`src/sv/pixel_blend_arithmetic_defines.svh`:
```
// Assertion macros shared by the pixel blend RTL.
`ifndef PIXEL_BLEND_ARITHMETIC_DEFINES_SVH
`define PIXEL_BLEND_ARITHMETIC_DEFINES_SVH

`ifndef SYNTHESIS

// Same-cycle implication.
`define PBA_ASSERT_SAME(lbl, clk, rst, ante, cons, msg) \
   lbl: assert property (@(posedge clk) disable iff (rst) (ante) |-> (cons)) else $error(msg);

// Next-cycle implication.
`define PBA_ASSERT_NEXT(lbl, clk, rst, ante, cons, msg) \
   lbl: assert property (@(posedge clk) disable iff (rst) (ante) |=> (cons)) else $error(msg);

`else

`define PBA_ASSERT_SAME(lbl, clk, rst, ante, cons, msg)
`define PBA_ASSERT_NEXT(lbl, clk, rst, ante, cons, msg)

`endif

`endif

```
`src/sv/pba_pkg.sv`:
```
// Shared constants and link type for the pixel blend datapath.
package pba_pkg;

   localparam int SampleWidth = 8;
   localparam int ModeWidth   = 2;
   localparam int DivSteps    = SampleWidth;
   localparam int AddrWidth   = 3;
   localparam int DataWidth   = 32;

   localparam logic [ModeWidth-1:0] ModeAdd = 2'd0;
   localparam logic [ModeWidth-1:0] ModeSub = 2'd1;
   localparam logic [ModeWidth-1:0] ModeMul = 2'd2;
   localparam logic [ModeWidth-1:0] ModeDiv = 2'd3;

   localparam logic [SampleWidth-1:0] SampleMax = 8'hFF;

   // register index as decoded from paddr[2]
   localparam logic RegBlendMode = 1'b0;

   // beat handed from cell to cell
   typedef struct packed {
      logic                   vld;
      logic [ModeWidth-1:0]   mode;
      logic [SampleWidth-1:0] alt;      // add/sub/mul result
      logic                   sat;      // divide saturates to max
      logic [SampleWidth-1:0] rem;      // partial remainder
      logic [SampleWidth-1:0] dq;       // dividend bits out, quotient bits in
      logic [SampleWidth-1:0] divisor;
   } link_type;

endpackage

```
`src/sv/pba_front.sv`:
```
// Entry cell: add, subtract and multiply results, divide setup.
module pba_front (
   input  logic                               clock,
   input  logic                               reset,
   input  logic                               take,
   input  logic [pba_pkg::SampleWidth-1:0]    pixel_a,
   input  logic [pba_pkg::SampleWidth-1:0]    pixel_b,
   input  logic [pba_pkg::ModeWidth-1:0]      mode,
   output pba_pkg::link_type                  link_out
);

   localparam int SW = pba_pkg::SampleWidth;

   pba_pkg::link_type link_ff;
   pba_pkg::link_type link_in;

   logic [SW:0]       sum;
   logic [2*SW-1:0]   prod;
   logic [2*SW:0]     prod_adj;
   logic [2*SW-1:0]   scaled_a;
   logic [SW-1:0]     alt;

   always_comb begin
      sum      = {1'b0, pixel_a} + {1'b0, pixel_b};
      prod     = {{SW{1'b0}}, pixel_a} * {{SW{1'b0}}, pixel_b};
      // x/255 == (x + 1 + (x >> 8)) >> 8 over the 8x8 product range
      prod_adj = {1'b0, prod} + {{2*SW{1'b0}}, 1'b1}
               + {{(SW+1){1'b0}}, prod[2*SW-1:SW]};
      // a*255 = (a << 8) - a
      scaled_a = {pixel_a, {SW{1'b0}}} - {{SW{1'b0}}, pixel_a};

      unique case (mode)
         pba_pkg::ModeAdd: alt = sum[SW] ? pba_pkg::SampleMax : sum[SW-1:0];
         pba_pkg::ModeSub: alt = (pixel_a > pixel_b) ? (pixel_a - pixel_b) : '0;
         pba_pkg::ModeMul: alt = prod_adj[2*SW-1:SW];
         pba_pkg::ModeDiv: alt = '0;
         default:          alt = '0;
      endcase

      link_in.vld     = take;
      link_in.mode    = mode;
      link_in.alt     = alt;
      // b == 0, or a >= b gives a quotient of 255 or more
      link_in.sat     = (pixel_b == '0) || (pixel_a >= pixel_b);
      link_in.rem     = scaled_a[2*SW-1:SW];
      link_in.dq      = scaled_a[SW-1:0];
      link_in.divisor = pixel_b;
   end

   always_ff @(posedge clock) begin
      if (reset) begin
         link_ff.vld <= 1'b0;
      end else begin
         link_ff.vld <= link_in.vld;
      end
      link_ff.mode    <= link_in.mode;
      link_ff.alt     <= link_in.alt;
      link_ff.sat     <= link_in.sat;
      link_ff.rem     <= link_in.rem;
      link_ff.dq      <= link_in.dq;
      link_ff.divisor <= link_in.divisor;
   end

   assign link_out = link_ff;

endmodule

```
`src/sv/pba_div_cell.sv`:
```
// One restoring-division step: one quotient bit per cell.
`include "pixel_blend_arithmetic_defines.svh"

module pba_div_cell (
   input  logic              clock,
   input  logic              reset,
   input  pba_pkg::link_type up_link,
   output pba_pkg::link_type link_out
);

   localparam int SW = pba_pkg::SampleWidth;

   pba_pkg::link_type link_ff;
   pba_pkg::link_type link_in;

   logic [SW:0] trial;
   logic [SW:0] diff;
   logic        ge;

   always_comb begin
      trial = {up_link.rem, up_link.dq[SW-1]};
      diff  = trial - {1'b0, up_link.divisor};
      ge    = trial >= {1'b0, up_link.divisor};

      link_in     = up_link;
      link_in.rem = ge ? diff[SW-1:0] : trial[SW-1:0];
      link_in.dq  = {up_link.dq[SW-2:0], ge};
   end

   always_ff @(posedge clock) begin
      if (reset) begin
         link_ff.vld <= 1'b0;
      end else begin
         link_ff.vld <= link_in.vld;
      end
      link_ff.mode    <= link_in.mode;
      link_ff.alt     <= link_in.alt;
      link_ff.sat     <= link_in.sat;
      link_ff.rem     <= link_in.rem;
      link_ff.dq      <= link_in.dq;
      link_ff.divisor <= link_in.divisor;
   end

   assign link_out = link_ff;

   // partial remainder stays below the divisor on a live divide
   `PBA_ASSERT_SAME(a_rem_below_div, clock, reset, link_ff.vld && (link_ff.mode == pba_pkg::ModeDiv) && !link_ff.sat, link_ff.rem < link_ff.divisor, "remainder not below divisor")

endmodule

```
`src/sv/pixel_blend_arithmetic.sv`:
```
// Top level of the saturating 8-bit pixel blend.
// ---------------------------------------------------------------------------
// Usage
//   Input: drive req_pixel_a / req_pixel_b with start high; the pair is taken
//   at any edge where start is high and busy is low. busy is always low, so
//   a new pair can go in on every clock.
//   Output: one result per pair, on rsp_pixel_out for one cycle while
//   rsp_valid is high. Results come back in input order.
//   Path: entry cell, eight division cells, output register, from the
//   accepting edge to the rsp_valid cycle. Throughput is one pair per
//   clock in every mode; the divide runs as a row of eight cells, one
//   quotient bit each, with all modes taking the same path length.
//   Config: blend_mode at byte address 0 on the APB port (0 add, 1 subtract,
//   2 multiply over 255, 3 divide scaled by 255). pready is tied high.
//   Change the mode only while no beat is in flight.
//   Reset (synchronous): clears blend_mode to add and drops every beat in
//   flight. The receiver cannot stall: rsp_valid must be taken when shown.
// ---------------------------------------------------------------------------
`include "pixel_blend_arithmetic_defines.svh"

module pixel_blend_arithmetic (
   input  logic                                clock,
   input  logic                                reset,
   // input channel
   input  logic                                start,
   output logic                                busy,
   input  logic [pba_pkg::SampleWidth-1:0]     req_pixel_a,
   input  logic [pba_pkg::SampleWidth-1:0]     req_pixel_b,
   // result channel
   output logic                                rsp_valid,
   output logic [pba_pkg::SampleWidth-1:0]     rsp_pixel_out,
   // config port
   input  logic                                psel,
   input  logic                                penable,
   input  logic                                pwrite,
   input  logic [pba_pkg::AddrWidth-1:0]       paddr,
   input  logic [pba_pkg::DataWidth-1:0]       pwdata,
   output logic [pba_pkg::DataWidth-1:0]       prdata,
   output logic                                pready
);

   localparam int SW = pba_pkg::SampleWidth;
   localparam int MW = pba_pkg::ModeWidth;

   // ---- config register ----
   logic [MW-1:0] blend_mode_ff;
   logic [MW-1:0] blend_mode_in;
   logic          csr_wr;

   assign pready = 1'b1;
   assign csr_wr = psel && penable && pwrite && pready
                && (paddr[pba_pkg::AddrWidth-1] == pba_pkg::RegBlendMode);

   always_comb begin
      blend_mode_in = blend_mode_ff;
      if (csr_wr) begin
         blend_mode_in = pwdata[MW-1:0];
      end
   end

   always_ff @(posedge clock) begin
      if (reset) begin
         blend_mode_ff <= pba_pkg::ModeAdd;
      end else begin
         blend_mode_ff <= blend_mode_in;
      end
   end

   // only one register; anything past it reads zero
   assign prdata = (paddr[pba_pkg::AddrWidth-1] == pba_pkg::RegBlendMode)
                 ? {{(pba_pkg::DataWidth-MW){1'b0}}, blend_mode_ff}
                 : '0;

   // ---- datapath: entry cell then division row ----
   logic take;
   assign busy = 1'b0;
   assign take = start && !busy;

   pba_pkg::link_type chain [0:pba_pkg::DivSteps];

   pba_front u_front (
      .clock    (clock),
      .reset    (reset),
      .take     (take),
      .pixel_a  (req_pixel_a),
      .pixel_b  (req_pixel_b),
      .mode     (blend_mode_ff),
      .link_out (chain[0])
   );

   for (genvar gi = 0; gi < pba_pkg::DivSteps; gi++) begin : g_cell
      pba_div_cell u_cell (
         .clock    (clock),
         .reset    (reset),
         .up_link  (chain[gi]),
         .link_out (chain[gi+1])
      );
   end

   // ---- result pick and output register ----
   pba_pkg::link_type tail;
   logic              rsp_valid_ff;
   logic              rsp_valid_in;
   logic [SW-1:0]     rsp_pixel_out_ff;
   logic [SW-1:0]     rsp_pixel_out_in;

   assign tail = chain[pba_pkg::DivSteps];

   always_comb begin
      rsp_valid_in = tail.vld;
      if (tail.mode == pba_pkg::ModeDiv) begin
         rsp_pixel_out_in = tail.sat ? pba_pkg::SampleMax : tail.dq;
      end else begin
         rsp_pixel_out_in = tail.alt;
      end
   end

   always_ff @(posedge clock) begin
      if (reset) begin
         rsp_valid_ff <= 1'b0;
      end else begin
         rsp_valid_ff <= rsp_valid_in;
      end
   end

   always_ff @(posedge clock) begin
      rsp_pixel_out_ff <= rsp_pixel_out_in;
   end

   assign rsp_valid     = rsp_valid_ff;
   assign rsp_pixel_out = rsp_pixel_out_ff;

   // every beat leaving the row shows up as a strobe
   `PBA_ASSERT_NEXT(a_tail_strobes, clock, reset, tail.vld, rsp_valid, "beat lost at output")
   // saturated divide lands as full scale
   `PBA_ASSERT_NEXT(a_div_sat_max, clock, reset, tail.vld && (tail.mode == pba_pkg::ModeDiv) && tail.sat, rsp_pixel_out == pba_pkg::SampleMax, "divide saturation lost")

endmodule

```
`config.mk`:
```
export PLATFORM = sky130hd
export DESIGN_NAME = pixel_blend_arithmetic
export DESIGN_NICKNAME = d
export VERILOG_FILES = /design/src/sv/pba_pkg.sv /design/src/sv/pba_front.sv /design/src/sv/pba_div_cell.sv /design/src/sv/pixel_blend_arithmetic.sv
export VERILOG_INCLUDE_DIRS = /design/src /design/src/sv
export SDC_FILE = /design/constraint.sdc
export NUM_CORES = 1
export LEC_CHECK = 0
export BUFFER_PORTS_ARGS = -buffer_cell sky130_fd_sc_hd__buf_2
export CORE_MARGIN = 2
export CORE_UTILIZATION = 43
export CTS_CLUSTER_DIAMETER = 60
export DETAILED_ROUTE_END_ITERATION = 8
export GPL_TIMING_DRIVEN = 0
export SYNTH_ARGS = -nofsm -noshare
export SYNTH_HDL_FRONTEND = slang
export SYNTH_SLANG_ARGS = --single-unit
```
`constraint.sdc`:
```
create_clock -name clock -period 8.8 [get_ports clock]
set_input_delay 1.76 -clock clock [delete_from_list [all_inputs] [get_ports clock]]
set_output_delay 1.76 -clock clock [all_outputs]
set_load 0.05 [all_outputs]
```
# Yosys cells after proc, flatten, opt, wreduce, memory -nomap -nowiden
# Index checks and enable logic that the tools add are counted.
[word_totals]
register_bits = 319
elab_cells = 111
in_bits = 57
out_inout_bits = 43
[op_classes]
n_lt_le_gt_ge = 10
mux = 13
n_eq_ne = 4
reduce_logical = 6
n_mul = 1
addsub = 12
bitwise_logic = 1
[op_table]
columns = ["operator", "n"]
rows = [
  ["$mux W8", 11],
  ["$ge A9 B8 Y1", 8],
  ["$sub A8 B8 Y8", 8],
  ["$pmux W8 S4", 1],
  ["$add A16 B1 Y16 const B", 1],
  ["$add A16 B8 Y16", 1],
  ["$mul A8 B8 Y16", 1],
  ["$sub A16 B8 Y16", 1],
  ["$add A8 B8 Y9", 1],
  ["$ge A8 B8 Y1", 1],
  ["$gt A8 B8 Y1", 1],
  ["$logic_not A8 Y1", 1],
  ["$eq A2 B2 Y1 const B", 3],
  ["$logic_and A1 B1 Y1", 3],
  ["$eq A2 B1 Y1 const B", 1],
  ["$logic_not A2 Y1", 1],
  ["$mux W2", 1],
  ["$logic_or A1 B1 Y1", 1],
  ["$not A1 Y1", 1],
]

# Depth between registers and ports, before layout
# Gate-level depths: netlist of run 1.
[logic_depth]
ltp_word = 4
mapped_depth = 25
mapped_depth_nobuf = 24

# By module
# From an unflattened synthesis of run 1, not the netlist that was laid out.
[unflattened]
cells_unflattened = 1431
hier_area_um2 = 15278.4
[modules_own_cells]
columns = ["mod", "seq_area_each_um2", "area_per_inst_um2", "n_inst", "cells_each"]
rows = [
  ["pba_div_cell at g_cell[0].u_cell ...", 720.7, 1266.2, 5, 103],
  ["pba_front", 720.7, 4495.6, 1, 518],
  ["pba_div_cell at g_cell[4].u_cell ...", 720.7, 1247.4, 2, 106],
  ["pba_div_cell at g_cell[6].u_cell", 720.7, 1232.4, 1, 102],
  ["pixel_blend_arithmetic", 220.2, 724.4, 1, 84],
]

# Least setup slack after synthesis of run 1
# Ideal clock, no wire load.
[synth_timing]
path_type = "input to register"
startpoint = "in req_pixel_a[4] in the netlist's numbering"
endpoint = "reg u_front.link_ff (netlist bit u_front.link_out[28])"
arrival_time_ns = 7.092
path_stages = 21
n_path_buf = 1
path_slack_ns = 1.646
t_required_ns = 8.738
path_cell_list = "clkbuf_1 > and2_1 > fa_1 > fa_1 > fa_1 > inv_1 > fa_1 > inv_1 > ha_1 > a21o_1 > or3_1 > o21ai_1 > xnor2_4 > ha_1 > o21ai_0 > o21ai_1 > o2bb2ai_1 > maj3_2 > a31oi_4 > mux2_1 > nand3_1"
[synth_via]
elab_chain_len = 4
elab_cells_between_ends = 8
[synth_rtl]
columns = ["item", "line", "source"]
rows = [
  ["start: declaration", "pixel_blend_arithmetic.sv:27", "input logic [pba_pkg::SampleWidth-1:0] req_pixel_a,"],
  ["$mul A8 B8 Y16", "pba_front.sv:25", "prod = {{SW{1'b0}}, pixel_a} * {{SW{1'b0}}, pixel_b};"],
  ["$add A16 B1 Y16", "pba_front.sv:27", "prod_adj = {1'b0, prod} + {{2*SW{1'b0}}, 1'b1}"],
  ["$add A16 B8 Y16", "pba_front.sv:28", "+ {{(SW+1){1'b0}}, prod[2*SW-1:SW]};"],
  ["$pmux W8 S4 (*)", "pba_front.sv:32", "unique case (mode)"],
  ["named net u_front.alt[3]", "pba_front.sv:21", "logic [SW-1:0] alt;"],
  ["end: declaration", "pba_front.sv:14", "pba_pkg::link_type link_ff;"],
]
# The timed path passes the listed nets; every way through them passes the cells marked *.
# A chain may end at the register's enable or synchronous reset.

# Worst setup path after layout of run 1
[layout_timing]
startpoint = "in req_pixel_a[2] in the netlist's numbering"
endpoint = "reg u_front.link_ff (netlist bit u_front.link_out[31])"
# The elaborated chain is that of the path after synthesis.

==> flow_summary.json, run 1 <==
{
  "grt_max_degree": 16,
  "fmax_ghz": 0.1314,
  "ys_types": 75,
  "yosys.area.top_type_share": 0.4649,
  "tightest_slew_ps": 590.0,
  "hold_path.startpoint": "g_cell[0].u_cell.link_out[10]$_DFF_P_",
  "post-dp-hpwl_mm": 18.38,
  "p_per_area_nw_per_um2": 331.0,
  "yosys-top-cells-count": "dfxtp_1, inv_1, ha_1",
  "die-area_um2": 33390,
  "skew_ps": 26.35,
  "initialDrtViolationCount": 338,
  "synth_top_flop_cell": "dfxtp_1",
  "clock_path_buffers": 3,
  "setup_viol": 0,
  "cts-hold-fix-buffers": 0,
  "p_sw_frac": 0.3363,
  "crit_arrival_ps": 8020,
  "post_cts_buffers": 0,
  "final.period_utilization": 0.8650,
  "vias": 8588,
  "fillers": 2907,
  "cts_buffers": 31,
  "avgViaCountPerCell": 4.672,
  "io_buffers": 35,
  "synth-warning-count": 0,
  "crit_top_cell": "fa_1",
  "grt_pass1_wl_mm": 39.75,
  "critPathSlowestCell": "fa_1",
  "area_growth_pct": 13.63,
  "path_class": "input pin to flip-flop",
  "drtPass1Iterations": 4,
  "combPwrFrac": 0.381,
  "nNetsFinal": 1636,
  "clkSlewWorstSetupHoldPaths_ps": 60,
  "startpoint": "req_pixel_a[2]",
  "cts-root-buf": "clkbuf_16",
  "grt_pass1_vias": 8448,
  "leakagePower_uw": 0.007302,
  "ir_drop_v": 0.0001761,
  "routedWlPerCell_um": 12.79,
  "cts_tree": "built",
  "setup-tns-final_ps": 0,
  "start_util": 0.4365,
  "seq_power_share": 0.358,
  "synth_seq_cells": 319,
  "maxCapViolations": 0,
  "rows": 65,
  "relSlewSlack": 0.6030,
  "syn_area_per_cell_um2": 10.45,
  "ctsResizeCount": 0,
  "critPathLaunchType": "input pin",
  "yosysMostFrequentCell": "dfxtp_1",
  "drive_above_1_share": 0.1330,
  "antenna_found_initial": 0,
  "netlist_instances": 1314,
  "path_cells": "buf_2, clkbuf_1, and2_1, fa_1, fa_1, fa_1, inv_1, fa_1, inv_1, ha_1, a21o_1, or3_1, o211a_1, o21a_1, nor3_2, inv_2, ha_1, a211o_1, a31oi_1, a211oi_2, xnor2_1, o22ai_2",
  "timing_hold_violations_final": 0,
  "die-height_um": 182.7,
  "critPathCaptureType": "flip-flop",
  "hold_path_class": "flip-flop to flip-flop",
  "die_w_um": 182.7,
  "cts.htree.levels": 1,
  "syn_area_um2": 13740,
  "io_pins": 100,
  "ant_nets": 0,
  "reg2reg_from": "g_cell[1].u_cell.link_out[1]$_DFF_P_",
  "coreArea_um2": 31470,
  "crit_path_max_incr_delay_ps": 550,
  "synth-seq-area-share": 0.4649,
  "min_period_ps": 7612,
  "p_int_uw": 3429,
  "synthTopCellsByArea": "dfxtp_1, ha_1, fa_1",
  "gr-total-overflow": 0,
  "worstPathRequired_ps": 9210,
  "clock_latency_ps": 550,
  "path_max_fanout": 10,
  "fin_area_um2": 15610,
  "switchingPower_uw": 1738,
  "place_area_um2": 14530,
  "status": "finished clean",
  "cts_sinks": 319,
  "drc": 0,
  "yosys.area.top_type": "dfxtp_1",
  "gp_congestion": 0.8202,
  "rsz0062_at_grt": "false",
  "insertedDiodeCount": 0,
  "finalWirelength_mm": 23.52,
  "synth_edf_count": 0,
  "clockPowerShare": 0.260,
  "ys_async_sr_fraction": 0,
  "report.final.slew_viol_count": 0,
  "grt_use_total": 0.1440
}
power groups by stage:
stage | registers [uW] | logic, uW | clock network (uW)
after floorplan | 1880 | 1570 | 0
after global placement | 1880 | 1940 | 0
after detailed placement | 1880 | 1970 | 0
after CTS | 1850 | 1990 | 1390
after global routing | 1880 | 2210 | 1450
final | 1850 | 1970 | 1340
per-stage QoR:
step           hold slack [ps]  std cells    util  worst slack (ps)  power, uW
3_3_place_gp             310.0       1781  0.4616             654.7       3823
3_5_place_dp             312.1       1781  0.4616             609.5       3857
4_1_cts                  309.5       1838  0.4959              1172       5228
5_1_grt                  308.7       1838  0.4959             835.6       5538
6_report                 304.5       1838  0.4959              1188       5167
2_1_floorplan            309.6       1344       -              1646       3447
cells by family (layout without fill, tap and decap cells):
logic type,Yosys count,in the layout,share of synthesized area
flip-flops,319,319,0.4649
AND/OR/NAND/NOR,308,308,0.1153
buffers and inverters,221,313,0.06922
AO/OA/AOI/OAI,203,203,0.1016
adder cells (fa/ha/maj),168,168,0.1775
multiplexers,55,55,0.04336
XOR/XNOR,38,38,0.02751
other,2,32,0.0005467
final cells by class:
class	count	area (um^2)	share of cell area
plain buffers	48	301.5	0.01932
clock buffers	40	869.6	0.05571
clock inverters	17	211.5	0.01355
inverters	173	649.4	0.04160
multi-input cells	804	6513	0.4172
flip-flops and latches	319	6386	0.4091
well taps	402	503.0	0.03222
repair buffers	35	175.2	0.01122
critical path, delay by kind of cell:
kind                       cells  cell delay (ps)
xor gates and xnor gates       1              320
and+or+nand+nor                3              900
adders and majority gates      6             2630
AOI/OAI and AO/OA              7             1600
buffers and inverters          5              800
final timing paths:
check / end / slack, ps / cells past startpoint
max: u_front.link_out[31]$_DFF_P_ / 1190 / 22
min: g_cell[1].u_cell.link_out[11]$_DFF_P_ / 300 / 0
max reg2reg: g_cell[2].u_cell.link_out[21]$_DFF_P_ / 5780 / 11
min reg2reg: g_cell[1].u_cell.link_out[11]$_DFF_P_ / 300 / 0
cells in the final DEF (no fill, tap or decap), types with 35 or more instances in the layout:
cell	netlist	layout
dfxtp_1	319	319
inv_1	171	171
ha_1	122	122
nor2_1	102	102
o21ai_0	55	55
nand2_1	49	49
fa_1	45	45
and2_1	41	41
a21oi_1	39	39
buf_2	1	36
mux2_2	35	35
routing by layer:
layer / global-route usage / vias to the layer above / part of all wire
li1: - / 4494 / -
met1: 0.1888 / 3932 / 0.47
met2: 0.2471 / 133 / 0.47
met3: 0.02482 / 29 / 0.042
met4: 0.03613 / 0 / 0.018
met5: 0 / - / 0
state kept, by name, summed over array words and instances, names as in the netlist:
signal and cells:
blend_mode_ff 2, u_front.link_out 36, rsp_pixel_out 8, rsp_valid 1, g_cell.u_cell.link_out 272
Note: power is estimated with default switching activity, not from simulation.
==> run 2, diff against run 1 <==
--- a/config.mk
+++ b/config.mk
@@ -14,4 +14,5 @@
 export GPL_TIMING_DRIVEN = 0
 export SYNTH_ARGS = -nofsm -noshare
 export SYNTH_HDL_FRONTEND = slang
+export SYNTH_HIERARCHICAL = 1
 export SYNTH_SLANG_ARGS = --single-unit
==> run 2 against run 1 <==
  * Synthesized cell count rose by 5.1%
  * Wire length up 8.6%
  * Clock skew grew 1.5 ps
==> flow_summary.json, run 2 <==
{
  "setup_viol": 0,
  "start_util": 0.4372,
  "avgViaCountPerCell": 4.822,
  "rsz0062_at_grt": "false",
  "path_cells": "buf_2, clkbuf_1, nand2_1, fa_1, fa_1, inv_1, fa_1, inv_1, fa_1, inv_1, ha_1, o211ai_2, o211a_1, o2111a_1, nor3_1, inv_1, ha_1, nand2_1, mux2i_1, o21a_1, o21a_2, or4b_1, and3_1",
  "vias": 9408,
  "area_growth_pct": 13.92,
  "cts_buffers": 31,
  "hold_path_class": "flip-flop to flip-flop",
  "reg2reg_from": "g_cell[5].u_cell/link_out[4]$_DFF_P_",
  "cts_sinks": 319,
  "gp_congestion": 0.8449,
  "clock_path_buffers": 3,
  "fillers": 3109,
  "tightest_slew_ps": 989.9,
  "ant_nets": 0,
  "whs_endpoint": "g_cell[4].u_cell/link_out[15]$_DFF_P_",
  "io_pins": 100,
  "drc": 0,
  "cts-hold-fix-buffers": 0,
  "ir_drop_v": 0.0001675,
  "post_cts_buffers": 0,
  "gr-total-overflow": 0,
  "rows": 67,
  "p_sw_frac": 0.3425,
  "skew_ps": 27.88,
  "setup-tns-final_ps": 0,
  "hold_path_depth": 0,
  "hold_path.startpoint": "g_cell[3].u_cell/link_out[14]$_DFF_P_",
  "antenna_found_initial": 0,
  "syn_area_per_cell_um2": 10.62,
  "timing_hold_violations_final": 0,
  "nNetsFinal": 1703,
  "critPathCaptureType": "flip-flop",
  "die-height_um": 188.7,
  "switchingPower_uw": 1994,
  "startpoint": "req_pixel_a[4]",
  "post-dp-hpwl_mm": 19.88,
  "io_buffers": 35,
  "path_class": "input pin to flip-flop",
  "insertedDiodeCount": 0,
  "seq_power_share": 0.323,
  "syn_area_um2": 14660,
  "final.period_utilization": 0.8845,
  "critPathSlowestCell": "fa_1",
  "grt_max_degree": 17,
  "maxCapViolations": 0,
  "cts-root-buf": "clkbuf_16",
  "netlist_instances": 1381,
  "min_period_ps": 7784,
  "clockPowerShare": 0.255,
  "drtPass1Iterations": 4,
  "relSlewSlack": 0.3308,
  "grt_pass1_vias": 9253,
  "leakagePower_uw": 0.007689,
  "cts.htree.levels": 1,
  "combPwrFrac": 0.423,
  "critPathLaunchType": "input pin",
  "path_max_fanout": 10,
  "r2r-end": "g_cell[6].u_cell/link_out[18]$_DFF_P_",
  "drive_above_1_share": 0.1577,
  "status": "finished clean",
  "die_w_um": 188.7,
  "crit_path_max_incr_delay_ps": 540,
  "routedWlPerCell_um": 13.09,
  "die-area_um2": 35590,
  "worstPathRequired_ps": 9220,
  "synth-warning-count": 6,
  "largest_reg_flops": 272,
  "clkSlewWorstSetupHoldPaths_ps": 60,
  "fmax_ghz": 0.1285,
  "crit_arrival_ps": 8210,
  "clock_latency_ps": 560,
  "grt_use_total": 0.1455,
  "r2r_cells": 6,
  "grt_pass1_wl_mm": 43.30,
  "fin_util": 0.4981,
  "ctsResizeCount": 0,
  "coreArea_um2": 33530,
  "report.final.slew_viol_count": 0,
  "r2r_slack_ps": 6290,
  "p_per_area_nw_per_um2": 348.6,
  "initialDrtViolationCount": 412,
  "finalWirelength_mm": 25.55,
  "cts_tree": "built",
  "layout_common_cells": "dfxtp_1, inv_1, ha_1, nor2_1, a21oi_1",
  "final_common_cell": "dfxtp_1",
  "p_int_uw": 3828
}
run 2: critical path: cells and delay by family:
| family | cells | cell delay (ps) |
|---|---|---|
| AND/OR/NAND/NOR | 5 | 1380 |
| adder cells (fa/ha/maj) | 6 | 2830 |
| buffers and inverters | 6 | 1000 |
| multiplexers | 1 | 120 |
| AO/OA/AOI/OAI | 5 | 1120 |
run 2: area by class of cell:
cell class	count	area [um^2]	area share
multi-input cells	857	7277	0.4357
flip-flops and latches	319	6386	0.3823
clock buffers	35	820.8	0.04914
inverters	171	641.9	0.03843
well taps	448	560.5	0.03356
plain buffers	64	469.2	0.02809
clock inverters	22	371.6	0.02225
repair buffers	35	175.2	0.01049
run 2: power by group through the flow:
stage / combinational, uW / clock [uW] / sequential, uW
final: 2460 / 1480 / 1880
after global routing: 2750 / 1590 / 1920
after CTS: 2470 / 1520 / 1890
after detailed placement: 2450 / 0 / 1920
after global placement: 2410 / 0 / 1910
after floorplan: 1980 / 0 / 1910
run 2: metal layers:
layer / track usage / vias to the layer above / wire length, um
met1: 0.1851 / 4346 / 11860
met4: 0.04748 / 0 / 687
met3: 0.02067 / 46 / 947
met5: 0 / - / 0
li1: - / 4851 / -
met2: 0.2537 / 165 / 12050
run 2: how the worst max path moves through the flow:
stage / cells after the start / end / slack [ps]
floorplan: 21 / u_front/link_out[26]$_DFF_P_ / 1610
global placement: 23 / u_front/link_out[26]$_DFF_P_ / 610
detailed placement: 23 / u_front/link_out[26]$_DFF_P_ / 560
CTS: 23 / u_front/link_out[26]$_DFF_P_ / 1120
global route: 23 / u_front/link_out[26]$_DFF_P_ / 790
finish: 23 / u_front/link_out[26]$_DFF_P_ / 1020
run 2: per-stage QoR:
stage | instances | hold WS (ps) | total power [uW] | setup WS [ps] | instance area (um^2)
2_1_floorplan | 1411 | 309.6 | 3886 | 1608 | 14770
3_3_place_gp | 1894 | 310.3 | 4325 | 605.5 | 15510
3_5_place_dp | 1894 | 312.1 | 4370 | 560.1 | 15510
4_1_cts | 1951 | 301.7 | 5876 | 1117 | 16700
5_1_grt | 1951 | 298.5 | 6251 | 793.2 | 16700
6_report | 1951 | 301.7 | 5823 | 1016 | 16700
==> run 3, diff against run 2 <==
--- a/config.mk
+++ b/config.mk
@@ -12,6 +12,7 @@
 export CTS_CLUSTER_DIAMETER = 60
 export DETAILED_ROUTE_END_ITERATION = 8
 export GPL_TIMING_DRIVEN = 0
+export PLACE_DENSITY_LB_ADDON = 0.25
 export SYNTH_ARGS = -nofsm -noshare
 export SYNTH_HDL_FRONTEND = slang
 export SYNTH_HIERARCHICAL = 1
==> run 3 against run 2 <==
  * Via count grew 0.56%
  * Wire length grew 0.48%
  * Hold slack about the same
  * Critical path type unchanged
  * Critical endpoint unchanged
  * Highest routed layer unchanged
==> flow_summary.json, run 3 (synthesized netlist as in run 2, its figures left out) <==
{
  "status": "finished clean",
  "nNetsFinal": 1703,
  "fin_area_um2": 16510,
  "ant_nets": 0,
  "area_growth_pct": 12.63,
  "startpoint": "req_pixel_a[4]",
  "grt_max_degree": 16,
  "reg2reg_from": "g_cell[5].u_cell/link_out[4]$_DFF_P_",
  "rsz0062_at_grt": "false",
  "final.period_utilization": 0.8727,
  "critPathCaptureType": "flip-flop",
  "skew_ps": 29.46,
  "tightest_slew_ps": 981.8,
  "fillers": 3048,
  "fin_util": 0.4925,
  "cts_buffers": 31,
  "r2r-end": "g_cell[6].u_cell/link_out[21]$_DFF_P_",
  "largest_reg_flops": 272,
  "layout_common_cells": "dfxtp_1, inv_1, ha_1, nor2_1, a21oi_1",
  "io_pins": 100,
  "coreArea_um2": 33530,
  "grt_use_total": 0.1436,
  "post_cts_buffers": 0,
  "clockPowerShare": 0.224,
  "vias": 9461,
  "grt_pass1_vias": 9359,
  "antenna_found_initial": 0,
  "ir_drop_v": 0.0001700,
  "clock_path_buffers": 3,
  "combPwrFrac": 0.440,
  "r2r_slack_ps": 6260,
  "hold_path_class": "flip-flop to flip-flop",
  "clkSlewWorstSetupHoldPaths_ps": 60,
  "fmax_ghz": 0.1302,
  "report.final.slew_viol_count": 0,
  "p_per_area_nw_per_um2": 339.0,
  "place_inst": 1894,
  "path_max_fanout": 10,
  "r2r_cells": 6,
  "rows": 67,
  "drtPass1Iterations": 4,
  "crit_path_end": "u_front/link_out[26]$_DFF_P_",
  "setup_viol": 0,
  "post-dp-hpwl_mm": 19.78,
  "finalWirelength_mm": 25.67,
  "insertedDiodeCount": 0,
  "worstPathRequired_ps": 9230,
  "cts.htree.levels": 1,
  "die_w_um": 188.7,
  "ctsResizeCount": 0,
  "min_period_ps": 7679,
  "cts-hold-fix-buffers": 0,
  "drive_above_1_share": 0.1544,
  "maxCapViolations": 0,
  "crit_arrival_ps": 8110,
  "cts_sinks": 319,
  "p_int_uw": 3625,
  "start_util": 0.4372,
  "routedWlPerCell_um": 13.16,
  "path_class": "input pin to flip-flop",
  "initialDrtViolationCount": 358,
  "critPathLaunchType": "input pin",
  "p_sw_frac": 0.3523,
  "drc": 0,
  "relSlewSlack": 0.3362,
  "die-area_um2": 35590,
  "gr-total-overflow": 0,
  "final_common_cell": "dfxtp_1",
  "cts_tree": "built",
  "switchingPower_uw": 1972,
  "cts-root-buf": "clkbuf_16",
  "clock_latency_ps": 560,
  "gp_congestion": 0.8373,
  "seq_power_share": 0.336,
  "avgViaCountPerCell": 4.849,
  "grt_pass1_wl_mm": 42.90,
  "io_buffers": 35,
  "stdcell_count": 1951,
  "setup-tns-final_ps": 0,
  "leakagePower_uw": 0.007610,
  "place_area_um2": 15510,
  "die-height_um": 188.7,
  "timing_hold_violations_final": 0
}
run 3: changes by cell type in the layout (fill, tap and decap cells not counted), sizes merged:
cell,previous run,this run
clkinvlp,3,2
clkinv,8,9
bufinv,9,1
inv,173,172
clkbuf,44,53
run 3: worst min path at each step:
stage / cells past startpoint / endpoint / start / slack (ps)
after floorplan: 0 / g_cell[0].u_cell/link_out[10]$_DFF_P_ / u_front/link_out[9]$_DFF_P_ / 310
after global placement: 0 / g_cell[0].u_cell/link_out[24]$_DFF_P_ / u_front/link_out[24]$_DFF_P_ / 310
after detailed placement: 0 / g_cell[0].u_cell/link_out[25]$_DFF_P_ / u_front/link_out[25]$_DFF_P_ / 310
after CTS: 0 / g_cell[1].u_cell/link_out[10]$_DFF_P_ / g_cell[0].u_cell/link_out[9]$_DFF_P_ / 290
after global routing: 0 / g_cell[2].u_cell/link_out[12]$_DFF_P_ / g_cell[1].u_cell/link_out[11]$_DFF_P_ / 300
final: 0 / g_cell[1].u_cell/link_out[10]$_DFF_P_ / g_cell[0].u_cell/link_out[9]$_DFF_P_ / 300
run 3: cell type report:
class,count,area [um^2],share of cell area
plain buffers,64,469.2,0.02841
multi-input cells,857,7277,0.4407
well taps,448,560.5,0.03394
flip-flops and latches,319,6386,0.3867
repair buffers,35,175.2,0.01061
inverters,171,641.9,0.03887
clock buffers,44,894.6,0.05417
clock inverters,13,108.9,0.006592
run 3: layer usage:
layer | vias to the layer above | track usage | share of wire
li1 | 4843 | - | -
met1 | 4416 | 0.1827 | 0.46
met2 | 157 | 0.2484 | 0.47
met3 | 45 | 0.01993 | 0.037
met4 | 0 | 0.05198 | 0.025
met5 | - | 0 | 0
run 3: power groups by stage:
stage | registers [uW] | logic, uW | clock network [uW]
2_1_floorplan | 1910 | 1980 | 0
3_3_place_gp | 1910 | 2400 | 0
3_5_place_dp | 1920 | 2450 | 0
4_1_cts | 1890 | 2460 | 1290
5_1_grt | 1920 | 2730 | 1360
6_report | 1880 | 2460 | 1250
run 3: metrics by stage:
stage / power, uW / hold slack, ps / worst slack [ps]
global placement: 4308 / 310.5 / 641.7
global route: 6004 / 300.7 / 871.1
finish: 5597 / 301.7 / 1121
CTS: 5643 / 289.6 / 1183
floorplan: 3886 / 309.6 / 1608
detailed placement: 4362 / 312.1 / 642.2
run 3: critical path: stages:
cell,delay [ps]
buf_2,170
clkbuf_1,430
nand2_1,150
fa_1,490
fa_1,490
inv_1,60
fa_1,540
inv_1,60
fa_1,530
inv_1,40
ha_1,390
o211ai_2,140
o211a_1,300
o2111a_1,260
nor3_1,500
inv_1,190
ha_1,370
nand2_1,70
mux2i_1,120
o21a_1,180
o21a_2,230
or4b_1,450
and3_1,170
